### src/hdl/lphm_pkg.sv
// Shared types and constants for the linear probing hash map.
`timescale 1ns / 1ps

package lphm_pkg;

  // Table depth is a power of two, so the home slot is the low key bits.
  localparam int IDX_W      = 10;
  localparam int DEPTH      = 1 << IDX_W;
  localparam int USED_W     = IDX_W + 1;
  localparam int LOAD_LIMIT = DEPTH * 2 / 3;

  localparam logic [1:0] KIND_SET    = 2'd0;
  localparam logic [1:0] KIND_REMOVE = 2'd1;
  localparam logic [1:0] KIND_LOOKUP = 2'd2;

  localparam logic [1:0] STATUS_OK     = 2'd0;
  localparam logic [1:0] STATUS_FULL   = 2'd1;
  localparam logic [1:0] STATUS_ABSENT = 2'd2;

  localparam logic [1:0] SLOT_EMPTY  = 2'd0;
  localparam logic [1:0] SLOT_FILLED = 2'd1;
  localparam logic [1:0] SLOT_TOMB   = 2'd2;

  typedef struct packed {
    logic [1:0]  kind;
    logic [63:0] key;
    logic [63:0] value;
  } in_item_t;

  typedef struct packed {
    logic        found;
    logic [63:0] value_out;
    logic [1:0]  status;
  } out_item_t;

  typedef struct packed {
    logic [1:0]  state;
    logic [63:0] key;
    logic [63:0] value;
  } slot_entry_t;

  typedef struct packed {
    logic hit;
    logic tomb;
    logic empty;
  } probe_class_t;

endpackage

### src/hdl/lphm_probe_unit.sv
// Shared slot classifier: key compare and slot state decode for one probe.
`timescale 1ns / 1ps

module lphm_probe_unit
  import lphm_pkg::*;
(
  input  slot_entry_t  entry,
  input  logic [63:0]  key,
  output probe_class_t cls
);

  logic key_eq;

  assign key_eq    = (entry.key == key);
  assign cls.hit   = (entry.state == SLOT_FILLED) && key_eq;
  assign cls.tomb  = (entry.state == SLOT_TOMB);
  assign cls.empty = (entry.state != SLOT_FILLED) && (entry.state != SLOT_TOMB);

endmodule

### config.mk
export PLATFORM = sky130hd
export DESIGN_NAME = lphm_probe_unit
export DESIGN_NICKNAME = d
export VERILOG_FILES = /design/src/hdl/lphm_pkg.sv /design/src/hdl/lphm_probe_unit.sv
export SDC_FILE = /design/constraint.sdc
export NUM_CORES = 1
export LEC_CHECK = 0
export ABC_AREA = 1
export BUFFER_PORTS_ARGS = -buffer_cell sky130_fd_sc_hd__buf_4
export CAP_MARGIN = 10
export CORE_AREA = 4 4 74 76
export DETAILED_ROUTE_END_ITERATION = 7
export DIE_AREA = 0 0 78 80
export GPL_TIMING_DRIVEN = 0
export PLACE_DENSITY = 0.84
export REMOVE_ABC_BUFFERS = 1
export SYNTH_ARGS = -nofsm -noshare
export SYNTH_HDL_FRONTEND = slang
export SYNTH_SLANG_ARGS = --single-unit
### constraint.sdc
create_clock -name vclk -period 1.8
set_input_delay 0.18 -clock vclk [all_inputs]
set_output_delay 0.18 -clock vclk [all_outputs]
set_load 0.01 [all_outputs]
==> run summary, run 1 <==
RSZ-0062 raised after global routing - false
Post-synth top area share - 34.1%
Max-slew violations - 0
Drt initial violations - 40
Final min period - 1490 ps
Die height - 80 um
Synth warn - 0
P_leak - 1.43 nW
PD cells - 199 mW/mm2
Antenna Cells - 0
Remaining global-route overflow - 0
Die Width - 78 um
FF/Latch Area - 0 um2
Setup bufs post-CTS - 0
Final core utilization - 46.9%
Run status - finished clean
CP startpoint - entry[129]
CP Launch Type - input port
Via total after detailed routing - 1820
Synth top area cells - nand2_1 34%, inv_1 25%, xnor2_1 13%, nor2_1 9.6%, o22ai_1 3.9%
Hold_ws - 664 ps
Min-delay src - entry[129]
First-pass detailed-route iteration total - 3
Critical path type - input port to output pin
Post-synthesis sequential area ratio - 0%
Post_cts resized - 0
Initial Util - 24.0%
CLK BUF - 0
Area growth syn-to-layout - 95.5%
Met3 wire len - 618 um
Final setup fails - 0
HPWL Detailed - 4320 um
Final TNS setup - 0 ps
Final sequential cell count - 0
Row count - 25
Final ANT Viol Nets - 0
Tcrit/Tclk final - 83.0%
Max transition margin - 87.6%
Initial antenna violation count - 0
Multi-input combinational cell area - 845 um2
Hold_buf cts - 0
Tot GR Track Use - 13.8%
Worst VDD drop - 0.000113 V
# IOs - 197
Pin count of the biggest net entering global routing - 3
Crit end category - output pin
Arrival time worst endpoint - 1310 ps
Mean area per synthesized cell - 4.43 um2
Design area - 0.00222 mm2
Peak Freq - 0.669 GHz
Total core area - 0.00472 mm2
CP Data Required Time - 1620 ps
Gp weighted congestion - 0.765
Vias/cell - 3.99
Worst-margin pin slew - 184 ps
Area of the mapped netlist - 0.00113 mm2
Share of layout cells above drive strength 1 - 34.2%
Die ar. - 0.00624 mm2
PortBufs - 133
Nets@finish - 587
Number of global-route vias before repair - 1795
Met1 Routed Length - 1780 um
Fin. Hold Viols - 0
Top routing layer used - met3
Fillers - 519
Mapped Cells - 256
Met2 wire len - 2170 um
Worst min path class - input port to output pin
Max Cap Violations - 0
Worst Path Max Fanout - 2
Drc violations - 0
Yosys cell types - 11
Drt total wl - 4570 um
First-pass GRT wire length - 7190 um
Area post-placement - 0.00222 mm2
Synth area leader - nand2_1
Avg WL per Cell - 10.0 um
through the flow:
stage	worst slack (ps)	power, mW	std cells
2_1_floorplan	659	0.171	256
3_3_place_gp	270	0.434	456
3_5_place_dp	260	0.444	456
4_1_cts	252	0.446	456
5_1_grt	92.2	0.498	456
6_report	306	0.441	456
where the power goes:
| group | total [mW] | internal [mW] | switching (mW) |
|---|---|---|---|
| combinational | 0.441 | 0.273 | 0.168 |
| sequential | 0 | 0 | 0 |
| clock | 0 | 0 | 0 |
synthesized netlist by cell type:
cell type / count
o22ai_1: 7
o21ai_0: 8
nand4_1: 4
o211ai_1: 1
nand2_1: 103
ha_1: 2
xor2_1: 5
nand3_1: 3
nor2_1: 29
xnor2_1: 17
inv_1: 77
worst paths after layout:
path | end | depth (start not counted)
hold / removal | cls[0] | 3
setup / recovery | cls[2] | 12
cell type report:
type | instances | area share [%]
Tap cell | 67 | 3.78
Multi-Input combinational cell | 179 | 38.1
Timing Repair Buffer | 133 | 45.1
Inverter | 77 | 13.0
cells by family after synthesis:
| logic type | Yosys count | synth area share, % |
|---|---|---|
| and+or+nand+nor | 139 | 47.2 |
| adders and majority gates | 2 | 2.21 |
| buffers and inverters | 77 | 25.5 |
| xor gates and xnor gates | 22 | 17.0 |
| AOI/OAI and AO/OA | 16 | 8.06 |
layout by cell type (no fill, tap or decap), drive strengths merged:
cell / netlist / layout
nand2: 103 / 103
o211ai: 1 / 1
ha: 2 / 2
buf: 0 / 133
nand4: 4 / 4
nor2: 29 / 29
nand3: 3 / 3
xor2: 5 / 5
o22ai: 7 / 7
xnor2: 17 / 17
inv: 77 / 77
o21ai: 8 / 8
metal layers:
layer,track usage (%),vias up
li1,-,998
met1,15.1,724
met2,27.4,98
met3,4.06,0
met4,0.350,0
met5,0,-
worst max-delay path: stages:
cell	delay, ps
buf_4	110
inv_1	40
ha_1	130
inv_1	40
nor2_1	90
nand2_1	60
nor2_1	90
nand2_1	50
nor2_1	160
nand3_1	90
nor2_1	130
buf_4	140
No activity file was read; power rests on OpenSTA's default activity.
==> inputs of run 2 (changes only) <==
ABC_AREA = 0   (was 1)
PLACE_DENSITY = 0.76   (was 0.84)
clock period = 1.5 ns   (was 1.8 ns; I/O delays follow)
==> run summary, run 2 <==
Total power - 505 uW (+15%)
Clock group share of total power - 0% (unchanged)
Final min period - 1450 ps
Via total after detailed routing - 1247 (-31%)
Initial antenna violation count - 0 (unchanged)
Fin. Hold Viols - 0 (unchanged)
PD cells - 258 mW/mm2 (+30%)
Commonest non-fill, non-tap cells in the layout - 130 x buf_4, 29 x xnor2_1, 15 x xor2_1
Die ar. - 0.00624 mm2 (unchanged)
FF/Latch Area - 0 um2 (unchanged)
Tot GR Track Use - 11.2% (-2.6 points)
CLK BUF - 0 (unchanged)
Area growth syn-to-layout - 154%
Remaining global-route overflow - 0 (unchanged)
Drt initial violations - 19 (-53%)
Avg WL per Cell - 12.5 um (+25%)
Crit end category - output pin
Design area - 0.00196 mm2 (-12%)
P_leak - 0.961 nW (-33%)
Die Width - 78 um (unchanged)
Most common cell after layout, fill and taps aside - buf_4
Nets@finish - 433 (-26%)
Number of global-route vias before repair - 1360 (-24%)
Tcrit/Tclk final - 96.5%
Area post-placement - 0.00186 mm2 (-16%)
Worst min path class - input port to output pin
Final core utilization - 41.5% (-5.4 points)
Final sequential cell count - 0 (unchanged)
Drc violations - 0 (unchanged)
Final setup fails - 0 (unchanged)
Sw frac - 31.6% (-6.5 points)
Arrival time worst endpoint - 1300 ps (about the same)
Sequential share of power - 0% (unchanged)
Pint - 346 uW (+27%)
Row count - 25 (unchanged)
HPWL Detailed - 3540 um (-18%)
Worst Path Max Fanout - 1 (-1)
Critical path type - input port to output pin
Gp weighted congestion - 0.724 (-5.3%)
First-pass detailed-route iteration total - 4 (+1)
Synth cell count leaders - 37 x xnor2_1, 15 x xor2_1, 13 x inv_1
Combinational power share - 100.0% (about the same)
PortBufs - 133 (unchanged)
Worst-margin pin slew - 321 ps (+136 ps)
Hold Path End - cls[0]
Area of the mapped netlist - 773 um2 (-32%)
RSZ-0062 raised after global routing - true
Vias/cell - 4.13 (+3.5%)
CP Launch Type - input port
Antenna Cells - 0 (unchanged)
Mean area per synthesized cell - 7.58 um2 (+71%)
Min-delay src - entry[129]
Initial Util - 16.4% (-7.6 points)
Synth warn - 0 (unchanged)
CP Data Required Time - 1350 ps (-270 ps)
Share of layout cells above drive strength 1 - 62.6% (+28 points)
Post-synthesis sequential area ratio - 0% (unchanged)
Die height - 80 um (unchanged)
Final ANT Viol Nets - 0 (unchanged)
Pin count of the biggest net entering global routing - 3 (unchanged)
First-pass GRT wire length - 5790 um (-19%)
Worst hold path depth - 3 (unchanged)
Max transition margin - 78.4% (-9.1 points)
Drt total wl - 3770 um (-18%)
Setup bufs post-CTS - 0 (unchanged)
Synth area leader - xnor2_1
Max Cap Violations - 0 (unchanged)
Yosys cell types - 18 (+7)
# IOs - 197 (unchanged)
Max-slew violations - 0 (unchanged)
Total core area - 0.00472 mm2 (unchanged)
Most frequent cell after synthesis - xnor2_1
Setup ws final - 53.0 ps (-253 ps)
Peak Freq - 0.691 GHz
Run status - finished clean
Sw power - 160 uW (-4.9%)
Hold_buf cts - 0 (unchanged)
Synth top area cells - xnor2_1 42%, xor2_1 17%, nand4_1 8.1%, inv_1 6.3%, nor4_1 5.7%
Worst VDD drop - 0.000108 V (-4.9%)
Pre-CTS setup slack - -127 ps (-386 ps)
Mapped Cells - 102 (-60%)
Post-synth top area share - 41.9% (+7.8 points)
-- run 2: cell count changes after synthesis, sizes merged, moves of 2 or more --
cell | before | now
xor2 | 5 | 16
nand2 | 103 | 0
inv | 77 | 14
o2bb2ai | 0 | 3
a22oi | 0 | 2
o21ai | 8 | 0
nor2 | 29 | 0
o22ai | 7 | 3
nand4 | 4 | 10
xnor2 | 17 | 37
nor4 | 0 | 7
nor3 | 0 | 2
-- run 2: cell families after synthesis --
kind of cell / after synthesis / synth area share, %
adder cells (fa/ha/maj): 2 / 3.24
AO/OA/AOI/OAI: 11 / 11.2
XOR/XNOR: 53 / 61.0
AND/OR/NAND/NOR: 22 / 17.8
buffers and inverters: 14 / 6.80
-- run 2: final cells by class --
type / count / area [um2]
inverters: 14 / 52.6
repair buffers: 133 / 1010
multi-input cells: 88 / 811
well taps: 67 / 83.8
fillers: 501 / 2760
-- run 2: power groups by stage --
stage | registers (mW) | clock network [mW] | logic [mW]
final | 0 | 0 | 0.505
after floorplan | 0 | 0 | 0.159
after CTS | 0 | 0 | 0.491
after global placement | 0 | 0 | 0.465
after detailed placement | 0 | 0 | 0.475
after global routing | 0 | 0 | 0.553
-- run 2: how the worst max path moves through the flow --
| stage | cells after the start | startpoint | slack [ps] | to |
|---|---|---|---|---|
| global placement | 7 | key[32] | -50 | cls[2] |
| detailed placement | 7 | key[17] | -130 | cls[2] |
| global route | 7 | key[49] | -70 | cls[2] |
| finish | 7 | key[3] | 50 | cls[2] |
| floorplan | 6 | entry[129] | 330 | cls[2] |
| CTS | 7 | entry[122] | -7 | cls[2] |
-- run 2: critical path, cell delays in order --
cell	delay (ps)
buf_4	120
xnor2_2	150
nand4_1	120
nor4_2	270
nand4_1	150
nor3_2	200
buf_4	140
-- run 2: routing by layer --
layer / part of all wire [%] / track usage [%]
met1: 33 / 12.0
met2: 55 / 23.3
met3: 12 / 2.48
met4: 0 / 0
met5: 0 / 0
-- run 2: repair_timing --
action,CTS,global route
pin swaps,3,6
endpoints found under the setup margin,1,1
gates resized for setup,7,9
-- run 2: stage by stage --
stage	hold WS, ps	std cells	TNS, ps
floorplan	440	102	0
global placement	609	302	-48.6
detailed placement	614	302	-127
CTS	614	302	-7.01
global route	643	302	-73.9
finish	608	302	0
==> inputs of run 3 (changes only) <==
CORE_AREA = 4 4 73 75   (was 4 4 74 76)
DIE_AREA = 0 0 77 79   (was 0 0 78 80)
PLACE_DENSITY = 0.77   (was 0.76)
clock period = 1.71 ns   (was 1.5 ns; I/O delays follow)
==> run summary, run 3 (synthesis gave the netlist of run 2 again) <==
Worst VDD drop - 0.0000917 V (-15%)
Row count - 25 (unchanged)
Number of global-route vias before repair - 1297 (-4.6%)
CP Launch Type - input port
Via total after detailed routing - 1239 (-0.64%)
Antenna Cells - 0 (unchanged)
Die Width - 77 um (-1.3%)
Tot GR Track Use - 11.1% (-0.12 points)
Final setup fails - 0 (unchanged)
Most common cell after layout, fill and taps aside - buf_4
# IOs - 197 (unchanged)
Fin. Hold Viols - 0 (unchanged)
P_leak - 0.909 nW (-5.3%)
Final TNS setup - 0 ps (unchanged)
Total power - 417 uW (-17%)
CP Data Required Time - 1540 ps (+190 ps)
Commonest non-fill, non-tap cells in the layout - 133 x buf_4, 37 x xnor2_1, 15 x xor2_1
Die height - 79 um (-1.3%)
Max Cap Violations - 0 (unchanged)
Tcrit/Tclk final - 90.0%
Drc violations - 0 (unchanged)
RSZ-0062 raised after global routing - false
Pin count of the biggest net entering global routing - 3 (unchanged)
Initial antenna violation count - 0 (unchanged)
Max transition margin - 81.0% (+2.5 points)
CLK BUF - 0 (unchanged)
Post-Layout Cell Count - 289 (-4.3%)
Arrival time worst endpoint - 1370 ps (+70 ps)
Pre-CTS setup slack - 86.5 ps (+213 ps)
Area growth syn-to-layout - 140%
PD cells - 225 mW/mm2 (-13%)
Critical path type - input port to output pin
PortBufs - 133 (unchanged)
Worst-margin pin slew - 283 ps (-37.6 ps)
Gp weighted congestion - 0.747 (+3.2%)
Total core area - 0.00466 mm2 (-1.3%)
Initial Util - 16.6% (+0.22 points)
Crit end category - output pin
Vias/cell - 4.29 (+3.8%)
Worst min path class - input port to output pin
First-pass detailed-route iteration total - 4 (unchanged)
FF/Latch Area - 0 um2 (unchanged)
Setup bufs post-CTS - 0 (unchanged)
HPWL Detailed - 3430 um (-3.1%)
Peak Freq - 0.650 GHz
Worst hold path depth - 3 (unchanged)
Remaining global-route overflow - 0 (unchanged)
Final min period - 1540 ps
Die ar. - 0.00608 mm2 (-2.5%)
Multi-input combinational cell area - 739 um2 (-8.8%)
Final sequential cell count - 0 (unchanged)
# placed instances - 289 (-4.3%)
First-pass GRT wire length - 5710 um (-1.3%)
Setup ws final - 171 ps (+118 ps)
Max-slew violations - 0 (unchanged)
Run status - finished clean
Fillers - 494 (-1.4%)
Nets@finish - 433 (unchanged)
Worst Path Max Fanout - 1 (unchanged)
Avg WL per Cell - 12.5 um (+0.23%)
Drt total wl - 3610 um (-4.1%)
Drt initial violations - 18 (-1)
Final ANT Viol Nets - 0 (unchanged)
Share of layout cells above drive strength 1 - 59.1% (-3.4 points)
[run 3: path summary, 6_finish.rpt]
path / from / endpoint / slack (ps)
min: entry[129] / cls[0] / 650
max: key[39] / cls[2] / 170
[run 3: routing by layer]
| layer | wire (um) | GRT usage [%] | vias up |
|---|---|---|---|
| li1 | - | - | 622 |
| met1 | 1240 | 13.0 | 533 |
| met2 | 1880 | 21.4 | 84 |
| met3 | 489 | 2.83 | 0 |
| met4 | 0 | 0 | 0 |
| met5 | 0 | 0 | - |
[run 3: power by group]
part	switching, mW	internal [mW]	leakage [nW]	total, mW
Clock	0	0	0	0
Combinational	0.132	0.286	0.909	0.417
Sequential	0	0	0	0
[run 3: final cells by class]
cell class | count | share of cell area [%]
inverter | 14 | 2.83
multi-input combinational | 88 | 39.8
tap | 54 | 3.64
timing repair buffer | 133 | 53.7
[run 3: critical path, cell delays in order]
cell	delay (ps)
buf_4	110
xnor2_1	150
nand4_1	140
nor4_2	330
nand3_1	130
nor3_2	180
buf_4	150
[run 3: what timing repair did]
action / in CTS / in global routing
resized for setup: 0 / 3
setup endpoints to repair: 0 / 1
hold buffers: 0 / 0
endpoints found under the hold margin: 0 / 0
[run 3: through the flow]
stage | util (%) | hold WS (ps) | area [um2]
3_5_place_dp | 39.5 | 649 | 1840
3_3_place_gp | 39.5 | 660 | 1840
5_1_grt | 39.9 | 679 | 1860
2_1_floorplan | - | 482 | 773
6_report | 39.9 | 647 | 1860
4_1_cts | 39.5 | 652 | 1840
